### src/rtl/pnc_pkg.sv
// ----------------------------------------------------------------------------
// pnc_pkg
// Shared types and constants for the perfect number classifier.
// ----------------------------------------------------------------------------
package pnc_pkg;

    // Default width of the signed input word
    localparam int NUMBER_WIDTH_DEF = 16;

    // Extra sum bits above the number width; the aliquot sum stays below 16x
    localparam int SUM_EXTRA = 4;

    // Result class codes
    localparam logic [1:0] CLASS_INVALID   = 2'd0;
    localparam logic [1:0] CLASS_PERFECT   = 2'd1;
    localparam logic [1:0] CLASS_DEFICIENT = 2'd2;
    localparam logic [1:0] CLASS_ABUNDANT  = 2'd3;

    // Status returned by the shared divider
    typedef struct packed {
        logic done;      // one-cycle pulse, remainder is final
        logic rem_zero;  // divisor divides the dividend evenly
    } t_div_status;

endpackage

### src/rtl/perfect_number_classifier.sv
// ----------------------------------------------------------------------------
// perfect_number_classifier
// Classifies a signed integer by its aliquot sum: invalid, perfect,
// deficient or abundant.
// ----------------------------------------------------------------------------
// A non-positive number gives its word in the cycle after start; for a positive
// number n each candidate 1..n-1 runs in turn through the shared bit-serial
// divider, the sequencer passing its check and wait states for every candidate.
// One number at a time; for a positive one, busy stays high until its class is out.
// Reset (synchronous, active low) returns to idle and drops any pending word.
// The receiver cannot stall: o_done marks the class for exactly one cycle.
// ----------------------------------------------------------------------------
module perfect_number_classifier
    import pnc_pkg::*;
#(
    parameter int NUMBER_WIDTH = NUMBER_WIDTH_DEF
) (
    input  logic                    i_clk,
    input  logic                    i_rst_n,
    input  logic                    start,
    output logic                    busy,
    input  logic [NUMBER_WIDTH-1:0] i_number,
    output logic                    o_done,
    output logic [1:0]              o_number_class
);

    localparam int SW = NUMBER_WIDTH + SUM_EXTRA;

    // Sequencer state codes
    localparam logic [1:0] S_IDLE  = 2'd0;
    localparam logic [1:0] S_CHECK = 2'd1;
    localparam logic [1:0] S_WAIT  = 2'd2;

    logic [1:0]              r_state;
    logic [NUMBER_WIDTH-1:0] r_num;     // number under test
    logic [NUMBER_WIDTH-1:0] r_cand;    // candidate divisor
    logic [SW-1:0]           r_sum;     // running aliquot sum
    logic                    r_done;
    logic [1:0]              r_class;

    logic                    accept;
    logic                    last_cand;
    logic                    div_go;
    logic [SW-1:0]           num_ext;
    t_div_status             div_stat;

    assign accept    = start && !busy;
    assign busy      = (r_state != S_IDLE);
    assign last_cand = (r_cand == r_num);
    assign div_go    = (r_state == S_CHECK) && !last_cand;
    assign num_ext   = SW'(r_num);

    // Shared divider: remainder of the number by the current candidate
    pnc_divider #(
        .NUMBER_WIDTH(NUMBER_WIDTH)
    ) u_div (
        .i_clk      (i_clk),
        .i_rst_n    (i_rst_n),
        .i_go       (div_go),
        .i_dividend (r_num),
        .i_divisor  (r_cand),
        .o_status   (div_stat)
    );

    // Sequencer: launch a division per candidate, collect, then classify
    always_ff @(posedge i_clk) begin
        if (!i_rst_n) begin
            r_state <= S_IDLE;
            r_done  <= 1'b0;
        end else begin
            r_done <= 1'b0;
            unique case (r_state)
                S_IDLE: begin
                    if (accept) begin
                        // Non-positive: answer at once, keep idle
                        if (i_number[NUMBER_WIDTH-1] || i_number == '0) begin
                            r_done <= 1'b1;
                        end else begin
                            r_state <= S_CHECK;
                        end
                    end
                end
                S_CHECK: begin
                    // Candidates exhausted: emit the class word
                    if (last_cand) begin
                        r_done  <= 1'b1;
                        r_state <= S_IDLE;
                    end else begin
                        r_state <= S_WAIT;
                    end
                end
                S_WAIT: begin
                    if (div_stat.done) begin
                        r_state <= S_CHECK;
                    end
                end
                default: begin
                    r_state <= S_IDLE;
                end
            endcase
        end
    end

    // Datapath: hold the number, advance the candidate, accumulate the sum
    always_ff @(posedge i_clk) begin
        if (r_state == S_IDLE && accept) begin
            r_num   <= i_number;
            r_cand  <= NUMBER_WIDTH'(1);
            r_sum   <= '0;
            r_class <= CLASS_INVALID;
        end else if (r_state == S_WAIT && div_stat.done) begin
            r_cand <= r_cand + NUMBER_WIDTH'(1);
            if (div_stat.rem_zero) begin
                r_sum <= r_sum + SW'(r_cand);
            end
        end else if (r_state == S_CHECK && last_cand) begin
            if (r_sum == num_ext) begin
                r_class <= CLASS_PERFECT;
            end else if (r_sum < num_ext) begin
                r_class <= CLASS_DEFICIENT;
            end else begin
                r_class <= CLASS_ABUNDANT;
            end
        end
    end

    assign o_done         = r_done;
    assign o_number_class = r_class;

endmodule

### src/rtl/pnc_divider.sv
// ----------------------------------------------------------------------------
// pnc_divider
// Restoring remainder unit, one dividend bit per cycle.
// ----------------------------------------------------------------------------
module pnc_divider
    import pnc_pkg::*;
#(
    parameter int NUMBER_WIDTH = NUMBER_WIDTH_DEF
) (
    input  logic                    i_clk,
    input  logic                    i_rst_n,
    input  logic                    i_go,
    input  logic [NUMBER_WIDTH-1:0] i_dividend,
    input  logic [NUMBER_WIDTH-1:0] i_divisor,
    output t_div_status             o_status
);

    localparam int CW = $clog2(NUMBER_WIDTH + 1);

    logic [NUMBER_WIDTH-1:0] r_rem, n_rem;
    logic [NUMBER_WIDTH-1:0] r_quo, n_quo;
    logic [NUMBER_WIDTH-1:0] r_dsr;
    logic [CW-1:0]           r_cnt;
    logic                    r_run;
    logic                    r_done;
    logic [NUMBER_WIDTH:0]   trial;
    logic [NUMBER_WIDTH:0]   diff;

    // Shift in the next dividend bit, subtract when it fits
    always_comb begin
        trial = {r_rem, r_quo[NUMBER_WIDTH-1]};
        diff  = trial - {1'b0, r_dsr};
        if (!diff[NUMBER_WIDTH]) begin
            n_rem = diff[NUMBER_WIDTH-1:0];
        end else begin
            n_rem = trial[NUMBER_WIDTH-1:0];
        end
        n_quo = {r_quo[NUMBER_WIDTH-2:0], 1'b0};
    end

    always_ff @(posedge i_clk) begin
        if (!i_rst_n) begin
            r_run  <= 1'b0;
            r_done <= 1'b0;
            r_cnt  <= '0;
        end else begin
            r_done <= 1'b0;
            if (i_go) begin
                r_run <= 1'b1;
                r_cnt <= CW'(NUMBER_WIDTH);
            end else if (r_run) begin
                r_cnt <= r_cnt - CW'(1);
                if (r_cnt == CW'(1)) begin
                    r_run  <= 1'b0;
                    r_done <= 1'b1;
                end
            end
        end
    end

    always_ff @(posedge i_clk) begin
        if (i_go) begin
            r_rem <= '0;
            r_quo <= i_dividend;
            r_dsr <= i_divisor;
        end else if (r_run) begin
            r_rem <= n_rem;
            r_quo <= n_quo;
        end
    end

    assign o_status.done     = r_done;
    assign o_status.rem_zero = (r_rem == '0);

endmodule
### config.mk
export PLATFORM = sky130hd
export DESIGN_NAME = perfect_number_classifier
export DESIGN_NICKNAME = d
export VERILOG_FILES = /design/src/rtl/pnc_pkg.sv /design/src/rtl/perfect_number_classifier.sv /design/src/rtl/pnc_divider.sv
export SDC_FILE = /design/constraint.sdc
export NUM_CORES = 1
export LEC_CHECK = 0
export CAP_MARGIN = 20
export CORE_ASPECT_RATIO = 0.8
export CORE_MARGIN = 1.5
export CORE_UTILIZATION = 40
export CTS_CLUSTER_DIAMETER = 40
export DETAILED_ROUTE_END_ITERATION = 8
export DONT_BUFFER_PORTS = 1
export PLACE_DENSITY = 0.57
export SLEW_MARGIN = 20
export SYNTH_ARGS = -nofsm -noshare
export SYNTH_HDL_FRONTEND = slang
export SYNTH_HIERARCHICAL = 1
export SYNTH_SLANG_ARGS = --single-unit
### constraint.sdc
create_clock -name i_clk -period 2.38 [get_ports i_clk]
set_input_delay 0.714 -clock i_clk [delete_from_list [all_inputs] [get_ports i_clk]]
set_output_delay 0.714 -clock i_clk [all_outputs]
set_load 0.005 [all_outputs]
Yosys cells after proc, flatten, opt, wreduce, memory -nomap -nowiden:

Index checks and enable logic that the tools add are counted.

* word-level logic and storage cells: 67
* input bits: 19
* output and inout bits: 4
* bits in registers: 112

* reduce and logical (&&, ||, !) cells: 18
* equal/unequal tests: 8
* add/subtract/negate cells: 4
* magnitude comparators: 1
* mux-type cells: 20
* bitwise gates (word level): 3

Operator list (number)
* $mux 16: 3
* $logic_not 16->1: 2
* $add 20x16->20: 1
* $eq 20x16->1: 1
* $lt 20x16->1: 1
* $sub 17x16->17: 1
* $add 16x1->16 const B: 1
* $eq 16x16->1: 1
* $mux 2: 5
* $mux 5: 2
* $mux 1: 8
* $pmux 2 s3: 1
* $eq 5x1->1 const B: 1
* $logic_and 1x1->1: 5
* $sub 5x1->5 const B: 1
* $ne 2x2->1 const B: 2
* $reduce_and 2->1: 2
* $reduce_bool 2->1: 2
* $not 1->1: 3
* $reduce_and 3->1: 1
* $reduce_or 3->1: 1
* $eq 2x1->1 const B: 1
* $eq 2x2->1 const B: 1
* $logic_not 1->1: 2
* other kinds (5): 5

Longest topological paths before layout:

Gate-level depths: netlist (run 1).

* depth after elaboration: 5
* gate-level depth with buffers: 11

Hierarchy:

Netlist (run 1), hierarchy kept.

Modules (own cells, without submodules)
* perfect_number_classifier: instances 1, area each 3395.8 µm², cells each 386
* pnc_divider: instances 1, area each 3180.6 µm², cells each 299

Least setup slack after synthesis (run 1):

No wires, ideal clock.

* kind: register -> register
* start point: reg r_cand[10]
* end point: reg u_div.r_quo[15] (data pin)
* buffers on the path: 2
* data arrival time: 2288 ps
* cell stages (with the launch flop): 8
* required time: 2120 ps
* setup slack: -168 ps
* cells stage by stage: dfxtp_1 xor2_1 nor4_1 nand4_1 and3_1 clkbuf_8 clkbuf_1 mux2_2

* cells in the longest elaborated chain, start to end: 4

Ends and longest elaborated chain
* start: declaration: line perfect_number_classifier.sv:36 `logic [NUMBER_WIDTH-1:0] r_cand;`
* start signal: assignment: line perfect_number_classifier.sv:112 `r_cand <= r_cand + NUMBER_WIDTH'(1);`
* $eq 16x16->1: line perfect_number_classifier.sv:49 `assign last_cand = (r_cand == r_num);`
* $logic_not 1->1: line perfect_number_classifier.sv:50 `assign div_go = (r_state == S_CHECK) && !last_cand;`
* $logic_and 1x1->1: line perfect_number_classifier.sv:50
* net div_go: line perfect_number_classifier.sv:43 `logic div_go;`
* $mux 16: line pnc_divider.sv:62 `if (i_go) begin`
* end signal: assignment: line pnc_divider.sv:64 `r_quo <= i_dividend;`
* end signal: assignment: line pnc_divider.sv:68 `r_quo <= n_quo;`
* end: declaration: line pnc_divider.sv:21 `logic [NUMBER_WIDTH-1:0] r_quo, n_quo;`

The timed path passes the listed nets, and every way through them passes these cells.
A chain may end at the register's enable or synchronous reset.

Worst setup path in the final report (run 1):

* start point: reg u_div.r_dsr[0]
* end point: reg u_div.r_rem[13]

* cells in the longest elaborated chain, start to end: 2

Ends and longest elaborated chain
* start: declaration: line pnc_divider.sv:22 `logic [NUMBER_WIDTH-1:0] r_dsr;`
* start signal: assignment: line pnc_divider.sv:65 `r_dsr <= i_divisor;`
* $sub 17x16->17: line pnc_divider.sv:32 `diff = trial - {1'b0, r_dsr};`
* $mux 16: line pnc_divider.sv:33 `if (!diff[NUMBER_WIDTH]) begin`
* end signal: assignment: line pnc_divider.sv:67 `r_rem <= n_rem;`
* end: declaration: line pnc_divider.sv:20 `logic [NUMBER_WIDTH-1:0] r_rem, n_rem;`

Every way passes these cells.

==> reports/qor.txt, run 1 <==
final wirelength = 16310 µm
HPWL after DPL = 12490 µm
global route total overflow = 0
Hold Path Class = in -> reg
DR WL/cell = 16.95 µm
Mean Syn Cell Area = 9.600 µm²
Post-Synthesis Net Count = 757
clk_skew = 0.01086 ns
initial antenna violation count = 0
Post-synth EDFFs = 48
VDD IR max = 0.4503 mV
WHS Path Cells = 0
RSZ-0062 raised after global routing = true
NumNets Final = 814
final setup TNS = -0.0002158 ns
Yosys top cell area share = 21.92%
first drt pass iteration count = 5
cell area power density = 836.6 nW/µm²
Gate Count Post-Synth = 685
Distinct cells, synth = 77
Root Driver = clkbuf_16
Layout Utilization = 48.36%
# IOs = 23
Max transition margin = 52.46%
core area = 15900 µm²
max_cap viols = 0
# port buffers = 0
Bufs on Longest Clock Path = 2
Initial Util = 41.35%
largest net degree at the start of global routing = 31
Hold Slack = 0.4335 ns
DP Worst Slack = -0.1109 ns
Power Total = 6.433 mW
Main synth FF type = dfxtp_1
synth cell count leaders = 64 x dfxtp_1, 62 x nand2_1, 58 x nor2_1
vias in the first global route = 4994
CP max FO = 8
Die Ht = 117.7 µm
most frequent cell after synthesis = dfxtp_1
# DRC = 0
failing checks = setup timing
crit share post-route = 100.0%
status = complete, but fails checks
Filler cells = 1483
crit path time final = 2.380 ns
Die X = 146.4 µm
CTS sink cnt = 112
Final Wtd Congestion = 0.9045
Final Max Tran Viols = 0
Startpoint Class = register
antenna viol nets, final = 0
Final Setup Violations = 1
TritonCTS clock tree = built
FFs w/ async S/R, synth = 0%
clock transition at the registers of the reported paths = 0.08 ns
Mapped Area = 6576 µm²
synth top area cells = edfxtp_1 22%, dfxtp_1 19%, ha_1 9.7%
GRT Total Usage = 19.64%
CTS Buf Count = 9
leakage = 3.188 nW
fmax = 0.4201 GHz
Ant. Diodes = 0
WP data arrival = 2.69 ns
WP data required = 2.69 ns
Worst-Margin Slew = 0.7039 ns
final setup margin = -0.0002158 ns
H-tree depth = 3
Crit Path Category = reg -> reg
Row Count = 41
1st-iter DRT viols = 352
flop and latch count out of synthesis = 112
hold violation count in the final report = 0
DIE AREA = 17220 µm²
CP endpoint kind = register
post-synth top area cell = edfxtp_1
synth warn = 6
Worst-Skew Late Latency = 0.37 ns
fraction of layout cells with a size suffix above 1 = 19.01%
routed vias = 5310
via-per-instance ratio = 5.520
first-pass GRT wire length = 26610 µm
Register-to-Register Path Depth = 11
area growth from synthesis to layout = 16.93%
post-synthesis sequential area ratio = 41.40%
layout make-up:
class,count,area (µm²),share of cell area (%)
Multi-Input combinational cell,504,3671,47.74
Timing Repair Buffer,67,553.0,7.192
Clock inverter,7,66.31,0.8623
Sequential cell,112,2725,35.44
Clock buffer,9,225.2,2.929
Inverter,48,180.2,2.343
Tap cell,215,269.0,3.498
state kept, by name (all words and copies together) (netlist names):
signal and flops:
u_div/r_rem 16, r_cand 16, u_div/r_dsr 16, r_sum 20, o_done 1, r_num 16
o_number_class 2, r_state 2, u_div/r_quo 16, u_div/r_run 1, u_div/r_cnt 5, u_div/r_done 1
worst max-delay path: stages (launching register included):
cell and delay [ns]:
edfxtp_1 0.42, ha_4 0.19, fa_2 0.37, nor2b_4 0.15
o2111ai_4 0.14, nand4b_4 0.15, a31oi_4 0.12, xnor2_4 0.18
buf_6 0.16, buf_6 0.11, o31a_1 0.26, o21ai_1 0.07
power breakdown:
group | switching (mW) | total [mW] | internal (mW)
logic | 1.29 | 2.50 | 1.21
clock network | 0.797 | 1.54 | 0.746
registers | 0.201 | 2.39 | 2.19
total | 2.28 | 6.43 | 4.15
repair_timing:
item,CTS,global route
endpoints found under the setup margin,36,60
cloned,0,1
resized for setup,13,22
pin swaps,5,16
hold buffers,0,0
buffers inserted,1,2
final timing paths:
kind	start	endpoint	slack, ns
hold / removal	i_number[5]	r_num[5]$_DFFE_PP_	0.43
setup / recovery	u_div/r_dsr[0]$_DFFE_PP_	u_div/r_rem[13]$_SDFFE_PP0P_	-0.0002
hold reg to reg	r_sum[0]$_SDFFE_PP0P_	r_sum[0]$_SDFFE_PP0P_	0.48
setup reg to reg	u_div/r_dsr[0]$_DFFE_PP_	u_div/r_rem[13]$_SDFFE_PP0P_	-0.0002
cells in the final DEF (no fill, tap or decap), drive strengths merged, types with 9 or more instances in the layout:
cell / count
nor2: 58
a21o: 11
clkbuf: 9
nor4: 14
nand2: 62
xnor2: 21
mux2i: 11
ha: 51
edfxtp: 48
nor3: 21
nand4: 9
o21ai: 29
nand3: 15
dfxtp: 64
inv: 53
a211oi: 13
buf: 67
xor2: 30
mux2: 15
and3: 13
a21oi: 47
per-stage QoR:
stage / cell area (µm²) / instances
after floorplan: 6578 / 685
after global placement: 7238 / 943
after detailed placement: 7238 / 943
after CTS: 7595 / 960
after global routing: 7690 / 962
final: 7690 / 962
kinds of logic after synthesis:
logic type	Yosys count	share of synthesized area, %
AND/OR/NAND/NOR	220	16.65
AO/OA/AOI/OAI	154	15.64
flip-flops	112	41.40
buffers and inverters	69	4.852
adder cells (fa/ha/maj)	53	10.31
XOR/XNOR	51	6.906
multiplexers	26	4.243
per-layer routing:
layer | GRT usage (%) | share of wire [%] | vias to the layer above
li1 | - | - | 2588
met1 | 29.29 | 50 | 2547
met2 | 29.15 | 43 | 167
met3 | 4.109 | 5.8 | 8
met4 | 4.104 | 0.78 | 0
met5 | 0 | 0 | -
No activity file was read; power rests on OpenSTA's default activity.
==> run 2: changes to the inputs <==
ABC_AREA = 1   (was default)
==> reports/qor.txt, run 2 <==
synth warn = 6
crit share post-route = 90.82%
Worst-Margin Slew = 0.5725 ns
non-filler cells, final = 1324
crit path time final = 2.161 ns
# DRC = 0
cell area power density = 823.9 nW/µm²
fraction of layout cells with a size suffix above 1 = 5.576%
DIE AREA = 19420 µm²
GRT Total Usage = 20.03%
Worst-Skew Late Latency = 0.37 ns
hold violation count in the final report = 0
Hold Path Class = in -> reg
post-synthesis mux area share = 0%
status = complete, no violations
flop and latch count out of synthesis = 112
Gate Count Post-Synth = 1073
max_cap viols = 0
post-synthesis adder-cell area fraction = 9.120%
DR WL/cell = 13.95 µm
Row Count = 44
DP Cell Count = 1308
HPWL after DPL = 14690 µm
H-tree depth = 3
Final Max Tran Viols = 0
Mean Syn Cell Area = 6.930 µm²
clock transition at the registers of the reported paths = 0.08 ns
met2 Resource Use GR = 28.99%
final setup TNS = 0 ns
Die X = 155.4 µm
met1 usage = 29.98%
FFs w/ async S/R, synth = 0%
via-per-instance ratio = 4.847
WP data arrival = 2.42 ns
largest net degree at the start of global routing = 30
fmax = 0.4627 GHz
hold-fix buffer count after cts = 0
leakage = 4.227 nW
Distinct cells, synth = 47
synth top area cells = edfxtp_1 19%, nand2_1 19%, dfxtp_1 17%
# port buffers = 0
Post-CTS Setup Bufs = 0
core area = 18170 µm²
Final Setup Violations = 0
gr busiest metal = met1
routed vias = 6418
clk_skew = 0.01236 ns
RSZ-0062 raised after global routing = false
Max transition margin = 61.54%
met3 GRT Util = 4.818%
synth cell count leaders = 373 x nand2_1, 184 x inv_1, 85 x nor2_1
Mapped Area = 7436 µm²
Die Ht = 125.0 µm
antenna viol nets, final = 0
Root Driver = clkbuf_16
first drt pass iteration count = 5
final setup margin = 0.2186 ns
Final Wtd Congestion = 0.8782
register area = 2723 µm²
CP max FO = 16
post-synth top area cell = edfxtp_1
global route total overflow = 0
WP data required = 2.64 ns
Crit Path Category = reg -> reg
Ant. Diodes = 0
Synth Area in Compound Gates = 7.521%
initial antenna violation count = 0
leading cell type in the layout, fill and taps excluded = nand2_1
NumNets Final = 1161
Synth Area in XOR/XNOR = 2.238%
1st-iter DRT viols = 512
most flop-heavy register = r_sum
DP Worst Slack = 0.1195 ns
vias in the first global route = 5976
Startpoint Class = register
max reg flops = 20
CTS Buf Count = 9
final wirelength = 18470 µm
area growth from synthesis to layout = 9.406%
most frequent cell after synthesis = nand2_1
TritonCTS clock tree = built
Post-synth EDFFs = 48
Main synth FF type = dfxtp_1
Filler cells = 1861
Bufs on Longest Clock Path = 2
multi-input combinational cell area = 3919 µm²
Post-Synthesis Net Count = 1145
simple-gate portion of the synthesized area = 33.60%
CP endpoint kind = register
largest family of logic cells by synthesized area = simple AND/OR/NAND/NOR gates
# IOs = 23
Initial Util = 40.93%
post-synthesis sequential area ratio = 36.61%
Yosys top cell area share = 19.38%
first-pass GRT wire length = 30400 µm
VDD IR max = 0.5217 mV
CTS sink cnt = 112
most frequent cells in the layout = 372 x nand2_1, 183 x inv_1, 85 x nor2_1
[run 2: changes by cell type in the layout (fill, tap and decap cells not counted), sizes merged, moves of 15 or more]
cell   change
nor2      +31
mux2      -15
nand2    +321
inv      +135
nand3     +50
xor2      -16
buf       -46
xnor2     -16
[run 2: final cells by class]
class	instances	area share [%]
well taps	230	3.537
clock buffers	9	2.768
multi-input cells	759	48.17
clock inverters	7	1.230
inverters	186	8.582
flip-flops and latches	112	33.47
repair buffers	21	2.245
[run 2: repair_timing]
action	4_1_cts	5_1_grt
hold endpoints to repair	0	0
endpoints found under the setup margin	0	15
gates resized for setup	0	3
[run 2: final timing paths]
kind                               startpoint                          end  slack [ns]  cells past startpoint
setup / recovery    u_div/r_quo[15]$_DFFE_PP_  u_div/r_rem[0]$_SDFFE_PP0P_        0.22                     15
hold / removal                    i_number[6]           r_num[6]$_DFFE_PP_        0.44                      0
setup reg to reg    u_div/r_quo[15]$_DFFE_PP_  u_div/r_rem[0]$_SDFFE_PP0P_        0.22                     15
hold reg to reg   u_div/r_rem[3]$_SDFFE_PP0P_  u_div/r_rem[3]$_SDFFE_PP0P_        0.48                      2
[run 2: worst max-delay path, cell delays in order (launching register included)]
cell	delay, ns
edfxtp_1	0.35
inv_1	0.06
ha_1	0.22
fa_1	0.40
inv_1	0.07
nand2_1	0.05
nand2_2	0.09
nand3_1	0.09
nand2_2	0.10
nand2_2	0.06
nand2_1	0.11
nand2_2	0.07
nand2_4	0.16
nand2_1	0.08
nand3_1	0.09
nand2_1	0.05
[run 2: layer usage]
layer | up-vias | wire length [µm]
li1 | 3423 | -
met1 | 2838 | 9702
met2 | 145 | 7377
met3 | 12 | 1219
met4 | 0 | 168
met5 | - | 0
[run 2: cells by family after synthesis]
kind of cell    count (synthesis)
xor+xnor                       19
compound gates                101
flops                         112
simple gates                  586
fa+ha+maj                      53
buf+inv                       202
[run 2: power by group]
group	leakage, nW	switching, mW	total (mW)	internal [mW]
combinational	3.10	1.67	2.53	0.852
clock	0.158	0.801	1.65	0.853
sequential	0.970	0.191	2.52	2.33
total	4.23	2.67	6.70	4.04
[run 2: per-stage QoR]
stage               hold slack, ns  instance area, µm²  utilization (%)  total power [mW]
floorplan                   0.4488                7436                -             4.444
global placement            0.4649                7794            42.90             5.041
detailed placement          0.4663                7794            42.90             5.039
CTS                         0.4198                8119            44.69             6.711
global route                0.4191                8135            44.78             7.227
finish                      0.4351                8135            44.78             6.702
==> run 3: changes to the inputs <==
MAX_ROUTING_LAYER = met4   (was default)
clock period = 1.8 ns   (was 2.38 ns; I/O delays follow)
==> reports/qor.txt, run 3 (synthesized netlist as in run 2, its figures left out) <==
clock transition at the registers of the reported paths = 0.08 ns
GRT Total Usage = 22.67%
most flop-heavy register = r_sum
r2r setup slk = -0.24 ns
Crit Path Category = reg -> reg
crit share post-route = 113.4%
CP endpoint kind = register
largest net degree at the start of global routing = 30
WP data required = 1.92 ns
Final Max Tran Viols = 0
RSZ-0062 raised after global routing = true
non-filler cells, final = 1514
max reg flops = 20
final instance area = 10770 µm²
Filler cells = 1685
hold-fix buffer count after cts = 0
DP Cell Count = 1460
# DRC = 0
failing checks = setup timing
WHS Path Cells = 0
H-tree depth = 3
Hold Path Class = in -> reg
Worst-Margin Slew = 0.5310 ns
routed vias = 7293
1st-iter DRT viols = 446
reg2reg start = r_num[12]$_DFFE_PP_
Root Driver = clkbuf_16
first-pass GRT wire length = 33520 µm
CP max FO = 7
Power Total = 10.47 mW
clk_skew = 0.01423 ns
WP data arrival = 2.16 ns
hold wc startpoint = i_number[2]
final wirelength = 22240 µm
leakage = 5.410 nW
global route total overflow = 0
Initial Util = 40.93%
Startpoint Class = register
Worst R2R End = u_div/r_quo[14]$_DFFE_PP_
Internal Power = 6.399 mW
DIE AREA = 19420 µm²
TritonCTS clock tree = built
Worst-Skew Late Latency = 0.37 ns
fraction of layout cells with a size suffix above 1 = 36.60%
multi-input combinational cell area = 4901 µm²
combinational power share = 50.1%
# IOs = 23
Bufs on Longest Clock Path = 2
cell area power density = 972.6 nW/µm²
Row Count = 44
vias in the first global route = 6690
# port buffers = 0
first drt pass iteration count = 5
Register-to-Register Path Depth = 12
Max transition margin = 64.33%
fmax = 0.4897 GHz
CTS sink cnt = 112
Placed Area = 8984 µm²
crit path time final = 2.042 ns
antenna viol nets, final = 0
core area = 18170 µm²
final setup margin = -0.2421 ns
leading cell type in the layout, fill and taps excluded = nand2_1
max_cap viols = 0
NumNets Final = 1351
clock share of power = 18.4%
Die Ht = 125.0 µm
VDD IR max = 0.5190 mV
DR WL/cell = 14.69 µm
Ant. Diodes = 0
status = complete, but fails checks
Hold Path Sink = r_num[2]$_DFFE_PP_
Final Wtd Congestion = 0.9105
Sw Ratio = 38.89%
initial antenna violation count = 0
Die X = 155.4 µm
hold violation count in the final report = 0
register area = 2751 µm²
Final Setup Violations = 73
CTS Buf Count = 9
via-per-instance ratio = 4.817
most frequent cells in the layout = 303 x nand2_1, 181 x buf_4, 159 x inv_1
P_sw = 4.073 mW
sequential share of power = 31.5%
area growth from synthesis to layout = 44.79%
HPWL after DPL = 15870 µm
## run 3: how the worst max path moves through the flow
stage                                              end                       from  slack [ns]
after floorplan           u_div/r_quo[0]$_SDFFCE_PN0P_         r_num[3]$_DFFE_PP_       -0.31
after global placement     u_div/r_rem[2]$_SDFFE_PP0P_  u_div/r_quo[15]$_DFFE_PP_       -0.30
after detailed placement   u_div/r_rem[3]$_SDFFE_PP0P_  u_div/r_quo[15]$_DFFE_PP_       -0.35
after CTS                 u_div/r_rem[14]$_SDFFE_PP0P_  u_div/r_quo[15]$_DFFE_PP_       -0.18
after global routing         u_div/r_quo[14]$_DFFE_PP_         r_num[3]$_DFFE_PP_       -0.37
final                        u_div/r_quo[14]$_DFFE_PP_        r_num[12]$_DFFE_PP_       -0.24
## run 3: area by class of cell
type,count,area share (%)
inverters,186,6.775
flip-flops and latches,112,25.55
clock buffers,11,2.162
repair buffers,210,16.93
multi-input cells,760,45.52
well taps,230,2.673
clock inverters,5,0.3835
## run 3: worst max-delay path, stage by stage, from the launching register on
cell	delay [ns]
edfxtp_1	0.44
nand2_1	0.09
nand2_1	0.06
nor2_2	0.19
nand2_1	0.08
nor2_1	0.11
nand2_1	0.09
nand2_2	0.10
clkinvlp_4	0.19
buf_6	0.19
buf_12	0.14
nand2_2	0.06
nand2_1	0.05
## run 3: per-layer routing
metal / global-route usage, % / wire length (µm)
met5: - / 0
met4: 5.098 / 284
met3: 3.362 / 1017
met2: 32.06 / 9461
met1: 33.87 / 11480
## run 3: through the flow
step | setup WS [ns] | utilization, % | hold slack, ns | setup TNS, ns
after floorplan | -0.3136 | - | 0.4471 | -13.85
after global placement | -0.2963 | 49.45 | 0.4695 | -9.322
after detailed placement | -0.3469 | 49.45 | 0.4772 | -12.35
after CTS | -0.1839 | 53.88 | 0.2569 | -6.406
after global routing | -0.3676 | 59.26 | 0.2543 | -21.43
final | -0.2421 | 59.26 | 0.2643 | -10.92
## run 3: power by group through the flow
| stage | Combinational (mW) | Clock, mW | Sequential, mW |
|---|---|---|---|
| 2_1_floorplan | 2.62 | 0 | 3.30 |
| 3_3_place_gp | 4.29 | 0 | 3.33 |
| 3_5_place_dp | 4.32 | 0 | 3.33 |
| 4_1_cts | 4.69 | 1.97 | 3.28 |
| 5_1_grt | 5.84 | 2.04 | 3.34 |
| 6_report | 5.24 | 1.93 | 3.30 |
## run 3: repair_timing
item | CTS | global route
gates resized for setup | 88 | 225
cloned | 3 | 5
setup buffers | 13 | 22
pin swaps | 17 | 59
endpoints found under the setup margin | 82 | 96
